`config.mk`:
```
export PLATFORM = sky130hd
export DESIGN_NAME = circular_deque_top
export DESIGN_NICKNAME = d
export VERILOG_FILES = /design/src/sv/cdq_pkg.sv /design/src/sv/cdq_ram.sv /design/src/sv/circular_deque_top.sv
export SDC_FILE = /design/constraint.sdc
export NUM_CORES = 1
export LEC_CHECK = 0
export BUFFER_PORTS_ARGS = -buffer_cell sky130_fd_sc_hd__buf_2
export CAP_MARGIN = 10
export CORE_ASPECT_RATIO = 0.75
export CORE_MARGIN = 2
export CORE_UTILIZATION = 45
export DETAILED_ROUTE_END_ITERATION = 8
export GPL_ROUTABILITY_DRIVEN = 0
export PLACE_DENSITY = 0.71
export SKIP_CTS_REPAIR_TIMING = 1
export SYNTH_ARGS = -nofsm -noshare
export SYNTH_HDL_FRONTEND = slang
export SYNTH_SLANG_ARGS = --single-unit
```
`constraint.sdc`:
```
create_clock -name i_clk -period 6.7 [get_ports i_clk]
set_input_delay 1.34 -clock i_clk [delete_from_list [all_inputs] [get_ports i_clk]]
set_output_delay 1.34 -clock i_clk [all_outputs]
set_load 0.05 [all_outputs]
```
`src/sv/cdq_pkg.sv`:
```
`timescale 1ns / 1ps
// ============================================================================
// cdq_pkg
// Operation and status codes plus word constants shared by the deque block.
// ============================================================================
package cdq_pkg;

    localparam int unsigned WORD_W = 32;

    // Word reported for the front and rear of an empty queue (-1).
    localparam logic [WORD_W-1:0] EMPTY_WORD = {WORD_W{1'b1}};

    typedef enum logic [1:0] {
        MODE_PUSH_REAR  = 2'd0,
        MODE_PUSH_FRONT = 2'd1,
        MODE_POP_FRONT  = 2'd2,
        MODE_POP_REAR   = 2'd3
    } t_mode;

    typedef enum logic [1:0] {
        STATUS_DONE  = 2'd0,
        STATUS_FULL  = 2'd1,
        STATUS_EMPTY = 2'd2
    } t_status;

endpackage

```
`src/sv/cdq_ram.sv`:
```
`timescale 1ns / 1ps
// ============================================================================
// cdq_ram
// Generic single-write, single-read RAM with a registered read port.
// ============================================================================
module cdq_ram #(
    parameter int unsigned WIDTH = 32,
    parameter int unsigned DEPTH = 8
) (
    input  logic                     i_clk,
    input  logic                     i_we,
    input  logic [$clog2(DEPTH)-1:0] i_waddr,
    input  logic [WIDTH-1:0]         i_wdata,
    input  logic [$clog2(DEPTH)-1:0] i_raddr,
    output logic [WIDTH-1:0]         o_rdata
);

    logic [WIDTH-1:0] r_mem [DEPTH];
    logic [WIDTH-1:0] r_rdata;

    always_ff @(posedge i_clk) begin
        if (i_we) begin
            r_mem[i_waddr] <= i_wdata;
        end
        r_rdata <= r_mem[i_raddr];
    end

    assign o_rdata = r_rdata;

endmodule

```
`src/sv/circular_deque_top.sv`:
```
`timescale 1ns / 1ps
// ============================================================================
// circular_deque_top
// Double-ended queue of DEPTH signed 32-bit words held in a circular RAM.
// ============================================================================
// Usage:
//   Request channel (s_axis): tuser carries the operation (push rear, push
//   front, pop front, pop rear), tdata the word to push. A request is taken
//   when tvalid and tready are both high.
//   Result channel (m_axis): one result per request, carrying the status
//   (done, rejected full, rejected empty), the front and rear words after
//   the operation (-1 when empty) and the empty and full flags.
// Flow:
//   A result reaches the output register after the pointer update, then
//   the registered read of the slot RAM at the new head and tail. A new
//   request is taken only once the previous result has been loaded into
//   the output register.
// Reset:
//   Synchronous, active low. The queue comes up empty with both indices at
//   zero; the slot RAM is not cleared, since only occupied slots are read.
// Stall:
//   The output register holds a result until the receiver takes it. A new
//   request may be taken meanwhile; its result then waits in the response
//   state, with tready low, until the output register frees up.
// ============================================================================
module circular_deque_top #(
    parameter int unsigned DEPTH = 8
) (
    input  logic        i_clk,
    input  logic        i_rst_n,

    input  logic        s_axis_tvalid,
    output logic        s_axis_tready,
    input  logic [31:0] s_axis_tdata,   // [31:0] value
    input  logic [1:0]  s_axis_tuser,   // [1:0] mode

    output logic        m_axis_tvalid,
    input  logic        m_axis_tready,
    output logic [71:0] m_axis_tdata,   // [31:0] front_value, [63:32] back_value,
                                        // [64] is_empty, [65] is_full, [71:66] zero
    output logic [1:0]  m_axis_tuser    // [1:0] status
);

    localparam int unsigned AW = $clog2(DEPTH);
    localparam logic [AW-1:0] LAST_IDX = AW'(DEPTH - 1);
    localparam logic [AW-1:0] ZERO_IDX = '0;

    typedef enum logic [1:0] {
        S_IDLE,
        S_READ,
        S_RESP
    } t_state;

    // Forward and backward index steps, wrapping at both ends of the store.
    function automatic logic [AW-1:0] step_up(input logic [AW-1:0] idx);
        step_up = (idx == LAST_IDX) ? ZERO_IDX : idx + AW'(1);
    endfunction

    function automatic logic [AW-1:0] step_down(input logic [AW-1:0] idx);
        step_down = (idx == ZERO_IDX) ? LAST_IDX : idx - AW'(1);
    endfunction

    t_state                  r_state;
    logic [AW-1:0]           r_head;
    logic [AW-1:0]           r_tail;
    logic                    r_empty;
    cdq_pkg::t_status        r_status;

    logic [AW-1:0]           n_head;
    logic [AW-1:0]           n_tail;
    logic                    n_empty;
    cdq_pkg::t_status        n_status;

    // Output register
    logic                    r_out_valid;
    logic [31:0]             r_out_front;
    logic [31:0]             r_out_back;
    logic                    r_out_empty;
    logic                    r_out_full;
    cdq_pkg::t_status        r_out_status;

    logic                    w_accept;
    logic                    w_full;
    logic                    w_out_load;
    logic                    w_we;
    logic [AW-1:0]           w_waddr;
    logic [31:0]             w_front_rd;
    logic [31:0]             w_back_rd;
    cdq_pkg::t_mode          w_mode;

    assign s_axis_tready = (r_state == S_IDLE);
    assign w_accept      = s_axis_tvalid && s_axis_tready;
    assign w_mode        = cdq_pkg::t_mode'(s_axis_tuser);
    assign w_full        = !r_empty && (step_up(r_tail) == r_head);
    assign w_out_load    = (r_state == S_RESP) && (!r_out_valid || m_axis_tready);

    // Pointer update and slot write for the request being taken.
    always_comb begin
        n_head   = r_head;
        n_tail   = r_tail;
        n_empty  = r_empty;
        n_status = cdq_pkg::STATUS_DONE;
        w_we     = 1'b0;
        w_waddr  = ZERO_IDX;
        case (w_mode)
            cdq_pkg::MODE_PUSH_REAR,
            cdq_pkg::MODE_PUSH_FRONT: begin
                if (w_full) begin
                    n_status = cdq_pkg::STATUS_FULL;
                end else if (r_empty) begin
                    // First entry always lands in slot zero.
                    n_head  = ZERO_IDX;
                    n_tail  = ZERO_IDX;
                    n_empty = 1'b0;
                    w_we    = w_accept;
                    w_waddr = ZERO_IDX;
                end else if (w_mode == cdq_pkg::MODE_PUSH_REAR) begin
                    n_tail  = step_up(r_tail);
                    w_we    = w_accept;
                    w_waddr = step_up(r_tail);
                end else begin
                    n_head  = step_down(r_head);
                    w_we    = w_accept;
                    w_waddr = step_down(r_head);
                end
            end
            cdq_pkg::MODE_POP_FRONT,
            cdq_pkg::MODE_POP_REAR: begin
                if (r_empty) begin
                    n_status = cdq_pkg::STATUS_EMPTY;
                end else if (r_head == r_tail) begin
                    // Last entry leaves: return both indices to zero.
                    n_head  = ZERO_IDX;
                    n_tail  = ZERO_IDX;
                    n_empty = 1'b1;
                end else if (w_mode == cdq_pkg::MODE_POP_FRONT) begin
                    n_head = step_up(r_head);
                end else begin
                    n_tail = step_down(r_tail);
                end
            end
            default: begin
                n_status = cdq_pkg::STATUS_DONE;
            end
        endcase
    end

    // Two copies of the slot store, written alike, so head and tail read together.
    cdq_ram #(
        .WIDTH (32),
        .DEPTH (DEPTH)
    ) u_front_ram (
        .i_clk   (i_clk),
        .i_we    (w_we),
        .i_waddr (w_waddr),
        .i_wdata (s_axis_tdata),
        .i_raddr (r_head),
        .o_rdata (w_front_rd)
    );

    cdq_ram #(
        .WIDTH (32),
        .DEPTH (DEPTH)
    ) u_back_ram (
        .i_clk   (i_clk),
        .i_we    (w_we),
        .i_waddr (w_waddr),
        .i_wdata (s_axis_tdata),
        .i_raddr (r_tail),
        .o_rdata (w_back_rd)
    );

    // Sequencer: take request, read slots at the new indices, load result.
    always_ff @(posedge i_clk) begin
        if (!i_rst_n) begin
            r_state     <= S_IDLE;
            r_head      <= ZERO_IDX;
            r_tail      <= ZERO_IDX;
            r_empty     <= 1'b1;
            r_status    <= cdq_pkg::STATUS_DONE;
            r_out_valid <= 1'b0;
        end else begin
            // Set on a load, drop once the receiver takes the result.
            if (w_out_load) begin
                r_out_valid <= 1'b1;
            end else if (m_axis_tready) begin
                r_out_valid <= 1'b0;
            end
            case (r_state)
                S_IDLE: begin
                    if (w_accept) begin
                        r_head   <= n_head;
                        r_tail   <= n_tail;
                        r_empty  <= n_empty;
                        r_status <= n_status;
                        r_state  <= S_READ;
                    end
                end
                S_READ: begin
                    r_state <= S_RESP;
                end
                S_RESP: begin
                    // Hold here while the previous result is still unread.
                    if (w_out_load) begin
                        r_out_status <= r_status;
                        r_out_front  <= r_empty ? cdq_pkg::EMPTY_WORD : w_front_rd;
                        r_out_back   <= r_empty ? cdq_pkg::EMPTY_WORD : w_back_rd;
                        r_out_empty  <= r_empty;
                        r_out_full   <= w_full;
                        r_state      <= S_IDLE;
                    end
                end
                default: begin
                    r_state <= S_IDLE;
                end
            endcase
        end
    end

    assign m_axis_tvalid = r_out_valid;
    assign m_axis_tuser  = r_out_status;
    assign m_axis_tdata  = {6'd0, r_out_full, r_out_empty, r_out_back, r_out_front};

endmodule
```
==> results of run 1 <==
## through the flow
stage                     setup WS [ns]  hold slack, ns  total power (uW)
after floorplan                   1.777          0.4081              3306
after global placement            2.787          0.4248              3443
after detailed placement          2.751          0.4328              3446
after CTS                         2.726          0.4447              5579
after global routing              2.491          0.4703              5721
final                             2.817          0.4464              5526
## worst max path at each step
| stage | end | slack (ns) | cells past startpoint |
|---|---|---|---|
| final | u_front_ram.r_mem[5][30] | 2.82 | 7 |
| after global routing | u_front_ram.r_mem[4][16] | 2.49 | 6 |
| after CTS | u_front_ram.r_mem[1][15] | 2.73 | 6 |
| after detailed placement | u_front_ram.r_mem[1][5] | 2.75 | 6 |
| after global placement | u_front_ram.r_mem[5][9] | 2.79 | 6 |
| after floorplan | u_front_ram.r_mem[2][0] | 1.78 | 6 |
## power by group through the flow
stage | clock network, uW | logic, uW | registers, uW
floorplan | 0 | 424 | 2880
global placement | 0 | 529 | 2910
detailed placement | 0 | 531 | 2920
CTS | 2180 | 534 | 2860
global route | 2280 | 571 | 2870
finish | 2140 | 529 | 2860
## sequential cells by signal (all words and copies together), names as in the netlist
register,cells
r_empty,1
r_out_back,32
u_back_ram.o_rdata,32
r_tail,3
u_front_ram.o_rdata,32
r_status,2
u_back_ram.r_mem,32
m_axis_tvalid,1
r_out_empty,1
r_out_full,1
u_front_ram.r_mem,224
r_state,2
m_axis_tuser,2
r_out_front,32
r_head,3
## Yosys cell counts (all sizes together)
library cell  count  share of area, %
edfxtp          324                60
mux4            128                18
dfxtp            76               9.3
mux2             66               4.6
or2              64               2.5
buf              39               1.6
clkbuf           18              0.41
nor2             18              0.41
a21oi            15              0.46
inv               9              0.21
ha                8              0.61
nand2             8              0.18
nand2b            6              0.23
a311oi            5              0.31
a31oi             4              0.25
nand3             4              0.12
nor3              4              0.12
xor2              3              0.25
a211oi            2              0.12
a22oi             2             0.092
nor3b             2             0.092
o21ai             2             0.061
o31ai             2              0.18
xnor2             2              0.11
a211o             1             0.054
a21o              1             0.046
a311o             1             0.061
and2              1             0.054
and3              1             0.038
conb              1             0.023
nand4             1             0.038
nor2b             1             0.038
o2111ai           1             0.054
o21ba             1             0.061
or3               1             0.038
## kinds of logic (layout without fill, tap and decap cells)
| group | Yosys count | count (layout) | share of synthesized area (%) |
|---|---|---|---|
| AO/OA/AOI/OAI | 37 | 37 | 1.741 |
| flip-flops | 400 | 400 | 68.98 |
| buffers and inverters | 66 | 199 | 2.194 |
| XOR/XNOR | 5 | 5 | 0.3606 |
| other | 1 | 9 | 0.02299 |
| AND/OR/NAND/NOR | 111 | 111 | 3.828 |
| multiplexers | 194 | 194 | 22.26 |
| adder cells (fa/ha/maj) | 8 | 8 | 0.6138 |
## metal layers
layer  vias to the layer above  wire (microns)
met5                         -              13
met4                         2             691
met3                        59            2108
met2                       285           14690
met1                      4154           14600
li1                       3527               -
## area by class of cell
type	instances	area, sq um
Multi-Input combinational cell	361	4790
Tap cell	465	581.8
Antenna cell	3	7.507
Fill cell	2806	17230
Clock buffer	55	1160
Sequential cell	400	11270
Timing Repair Buffer	120	633.1
Clock inverter	15	103.9
Inverter	9	33.78
## worst register-to-register path, delay by kind of cell (launching register included)
kind                     cells  cell delay (ns)
flip-flops                   1             1.07
XOR/XNOR                     1             0.16
buffers and inverters        1             0.17
AND/OR/NAND/NOR              4             1.75
adder cells (fa/ha/maj)      1             0.34
==> out/qor.csv, run 1 <==
metric,value,unit
outcome,finished clean,
grt_pass1_wl,49.04,mm
ff2ff_setup_slack,2.82,ns
layout_commonest_cell,edfxtp_1,
r2r-end,u_front_ram.r_mem[5][30],
row_count,60,
hold_class,flip-flop to flip-flop,
netlist_instances,822,
setup_viol,0,
dieWidth,223.8,microns
p_seq_share,51.8,%
ff2ff_path_depth,7,
cp_slowest_stage_delay,1.07,ns
overflow,0,
rsz0062_at_grt,false,
clk_latency,0.54,ns
ys_ff_latch,400,
hpwl,18.66,mm
p_leak,0.005944,uW
critPathKind,flip-flop to flip-flop,
antenna_found_initial,3,
p_int,4306,uW
drc_errors,0,
holdPathStages,0,
avgSynthCellArea,19.84,sq um
fin_nets,976,
drt_pass1_iterations,5,
ios,114,
ys_warn_count,0,
synthesis.area,0.01631,sq mm
cp-start-kind,flip-flop,
synth-seq-area-share,68.98,%
slowest_stage,dfxtp_4,
drive_gt1_share,48.13,%
num_vias,8027,
fin_crit_sh,57.95,%
worst_setup_path_end_kind,flip-flop,
drtAntennaViolNets,0,
postLayoutCoreUtil,51.88,%
grt_max_degree,69,
fin_crit,3.883,ns
cts_tree,built,
worstPathMaxFanout,68,
peakVddDrop,0.1729,mV
path_delay_family,simple AND/OR/NAND/NOR gates,
fp.dieH,168.9,microns
placed_area,0.01731,sq mm
hold_end,m_axis_tuser[1],
htreeDepth,2,
critPathBufInv,1,
cts_made_buffers,38,
busiest_layer,met2,
sw_frac_of_total,22.07,%
p_switching,1220,uW
relSlewSlack,19.13,%
clock-skew-final,0.01458,ns
grt_use_met2,26.97,%
arrival,4.03,ns
crit_path_start,r_tail[1],
grt_pass1_vias,8239,
finalMaxSlewViolations,0,
final_cell_area,0.01858,sq mm
min_from,r_status[1],
use_met3,3.472,%
cap_violations,0,
final_cell_mix,"edfxtp_1 (324), mux4_2 (128), buf_2 (107)",
core_area,0.03581,sq mm
clock-root-buffer,clkbuf_16,
grtUsageTotal,17.46,%
areaGrowthSynthToFinish,13.92,%
synth.distinct_cells,44,
worstMarginPinSlew,1.210,ns
io_buffer_count,107,
hold_viol_final,0,
placed_cells,1355,
clock_path_buffers,3,
fmax,0.2575,GHz
power_frac_comb,9.6,%
die_area,0.03780,sq mm
crit_chain,inv_1 > ha_1 > nor2b_1 > xnor2_1 > nand2_1 > nand4_1 > nor2_4,
clk_pin_slew_worst_paths,0.06,ns
final_cells,1428,
start_util,45.55,%
worstPathRequired,6.84,ns
p_per_area,297.4,mW/mm^2
drt_iter0_markers,647,
met1_usage,25.52,%
setup_tns,0,ns
power.share.clock,38.6,%
via_per_inst,5.621,
clock_sinks,400,
post_drt_wl_per_cell,22.48,microns
r2r_start,r_tail[1],
wl,32.10,mm
(Power assumes the default switching activity.)
==> inputs of run 2 (changes only) <==
--- a/config.mk
+++ b/config.mk
@@ -5,6 +5,7 @@
 export SDC_FILE = /design/constraint.sdc
 export NUM_CORES = 1
 export LEC_CHECK = 0
+export ABC_AREA = 1
 export BUFFER_PORTS_ARGS = -buffer_cell sky130_fd_sc_hd__buf_2
 export CAP_MARGIN = 10
 export CORE_ASPECT_RATIO = 0.75
==> constraint.sdc (replaced) <==
create_clock -name i_clk -period 3.2 [get_ports i_clk]
set_input_delay 0.64 -clock i_clk [delete_from_list [all_inputs] [get_ports i_clk]]
set_output_delay 0.64 -clock i_clk [all_outputs]
set_load 0.05 [all_outputs]
==> run 2 against run 1 <==
  * Synthesized cell count up 87%
  * Hold slack worse by 0.061 ns
  * Core utilization about the same
  * First-iteration DRC count rose to 2.6 times the previous value
  * Design area up 3.2%
  * Count of clock-buffer cells in the layout up 4
  * Critical path depth up 5
  * Largest cell class unchanged
==> out/qor.csv, run 2 <==
metric,value,unit,change
yosysMostFrequentCell,edfxtp_1,,unchanged
cp-start-kind,flip-flop,,unchanged
antenna_found_initial,0,,was 3
via_per_inst,5.573,,was 5.621
ios,114,,unchanged
p_leak,0.006639,uW,was 0.005944 uW
htreeDepth,2,,unchanged
synth-simple-area-share,9.283,%,was 3.828%
areaGrowthSynthToFinish,13.88,%,was 13.92%
cap_violations,0,,unchanged
synth_mux_area_share,0,%,was 22.26%
synth_top_family_by_area,compound AO/OA/AOI/OAI gates,,was multiplexers
finalMaxSlewViolations,0,,unchanged
grt_max_degree,112,,was 69
p_per_area,620.3,mW/mm^2,was 297.4 mW/mm^2
drtAntennaViolNets,0,,unchanged
cts_tree,built,,unchanged
synth.top_cell.area_share,57.80,%,was 59.65%
hold_viol_final,0,,unchanged
netlist_instances,1541,,was 822
top_register,u_front_ram.r_mem,,unchanged
fin_nets,1655,,was 976
fin_hold_ws,0.3850,ns,was 0.4464 ns
synth.distinct_cells,34,,was 44
hold_class,input port to flip-flop,,was flip-flop to flip-flop
synth_xor_area_share,0,%,was 0.3606%
ys_warn_count,0,,unchanged
fp.dieH,171.5,microns,was 168.9 microns
grtUsageTotal,20.80,%,was 17.46%
rsz0062_at_grt,false,,unchanged
peakVddDrop,0.3461,mV,was 0.1729 mV
hpwl,23.81,mm,was 18.66 mm
grt_pass1_vias,11660,,was 8239
fin_ws,0.4739,ns,was 2.817 ns
core_area,0.03694,sq mm,was 0.03581 sq mm
outcome,finished clean,,unchanged
place_ws,0.4394,ns,was 2.751 ns
clk_pin_slew_worst_paths,0.06,ns,about the same
clock-root-buffer,clkbuf_16,,unchanged
synthAdderAreaFrac,0.5946,%,was 0.6137%
synth_flop_cell,edfxtp_1,,unchanged
die_area,0.03899,sq mm,was 0.03780 sq mm
worstPathMaxFanout,25,,was 68
synthTopCellsByCount,"edfxtp_1 (324), o21ai_0 (244), nand2_1 (182), a21oi_1 (133), inv_1 (114)",,"was edfxtp_1 (324), mux4_2 (128), dfxtp_1 (76), mux2_2 (65), or2_2 (64)"
fin_crit,2.726,ns,was 3.883 ns
cts_made_buffers,40,,was 38
synth_area_leader_cell,edfxtp_1,,unchanged
synth_compound_area_share,17.50,%,was 1.741%
overflow,0,,unchanged
clock_sinks,400,,unchanged
row_count,61,,was 60
final_cell_mix,"edfxtp_1 (324), o21ai_0 (244), nand2_1 (182)",,"was edfxtp_1 (324), mux4_2 (128), buf_2 (107)"
synth_async_sr_flop_share,0,%,unchanged
start_util,45.57,%,was 45.55%
io_buffer_count,107,,unchanged
fmax,0.3668,GHz,was 0.2575 GHz
post_drt_wl_per_cell,18.83,microns,was 22.48 microns
drt_pass1_iterations,6,,was 5
dieWidth,227.3,microns,was 223.8 microns
clock-skew-final,0.01032,ns,was 0.01458 ns
layout_commonest_cell,edfxtp_1,,unchanged
relSlewSlack,22.25,%,was 19.13%
avgSynthCellArea,10.92,sq um,was 19.84 sq um
synth_edf_count,324,,unchanged
synthesis.area,0.01683,sq mm,was 0.01631 sq mm
arrival,2.95,ns,was 4.03 ns
synth_area_leaders,"edfxtp_1 (58%), dfxtp_1 (9.0%), o21ai_0 (7.3%)",,"was edfxtp_1 (60%), mux4_2 (18%), dfxtp_1 (9.3%)"
worstMarginPinSlew,1.166,ns,was 1.210 ns
num_antenna_cells,0,,was 3
postLayoutCoreUtil,51.90,%,was 51.88%
fin_crit_sh,85.19,%,was 57.95%
setup_tns,0,ns,unchanged
worstPathRequired,3.42,ns,was 6.84 ns
num_vias,11940,,was 8027
ys_ff_latch,400,,unchanged
critPathKind,flip-flop to flip-flop,,unchanged
drt_iter0_markers,1682,,was 647
grt_pass1_wl,62.89,mm,was 49.04 mm
clock_path_buffers,3,,unchanged
worst_setup_path_end_kind,flip-flop,,unchanged
largest_reg_flops,224,,unchanged
drive_gt1_share,17.82,%,was 48.13%
clk_latency,0.54,ns,about the same
wl,40.35,mm,was 32.10 mm
drc_errors,0,,unchanged
setup_viol,0,,unchanged
synth-seq-area-share,66.84,%,was 68.98%
## run 2: cell count changes in the layout (fill, tap and decap cells not counted), moves of 8 or more
cell and delta:
nand3_1 +8, mux4_2 -128, o21ai_0 +242, inv_1 +105
mux2_2 -65, o21ai_1 +20, a21oi_1 +119, nor2_1 +73
o211ai_1 +64, nand2_1 +174, a31oi_1 +61, buf_4 +12
## run 2: cell families after synthesis
kind of cell | count (synthesis)
flip-flops | 400
other | 1
adder cells (fa/ha/maj) | 8
AO/OA/AOI/OAI | 534
AND/OR/NAND/NOR | 361
buffers and inverters | 237
## run 2: final cells by class
cell class,count,area (sq um)
flip-flops and latches,400,11270
fillers,3175,17770
multi-input cells,909,4702
clock inverters,13,127.6
clock buffers,59,1144
repair buffers,138,843.3
inverters,120,454.2
well taps,504,630.6
## run 2: power breakdown
| group | total [uW] | switching, uW | internal [uW] |
|---|---|---|---|
| sequential | 5980 | 88.6 | 5890 |
| clock | 4580 | 1940 | 2650 |
| combinational | 1330 | 945 | 381 |
| total | 11900 | 2970 | 8920 |
## run 2: final timing paths
path                     from                  endpoint  slack (ns)  cells after the start
max                 r_tail[0]   u_front_ram.r_mem[3][5]        0.47                     12
min          s_axis_tdata[31]  u_front_ram.r_mem[1][31]        0.39                      1
max reg2reg         r_tail[0]   u_front_ram.r_mem[3][5]        0.47                     12
min reg2reg       r_status[0]           m_axis_tuser[0]        0.43                      0
## run 2: layer usage
layer,global-route usage (%),vias to the layer above,wire [microns]
li1,-,5589,-
met1,29.51,5696,17650
met2,32.32,555,18360
met3,3.348,103,3276
met4,7.900,0,1057
met5,0,-,0
## run 2: critical path, stage by stage (launching register included)
cell and delay [ns]:
dfxtp_4 0.37, ha_1 0.20, ha_1 0.32, inv_1 0.07, nand2_1 0.04, nand3_1 0.09
nor2_2 0.06, nand2_2 0.11, nand3_1 0.08, inv_1 0.08, nand3_1 0.30, nor2_4 0.39
buf_12 0.26
## run 2: metrics by stage
step           instance area (sq um)  cells  total power, uW
3_5_place_dp                   17900   2071             7396
2_1_floorplan                  16870   1546             6994
3_3_place_gp                   17900   2071             7354
4_1_cts                        19170   2143            11930
5_1_grt                        19170   2143            12330
6_report                       19170   2143            11890
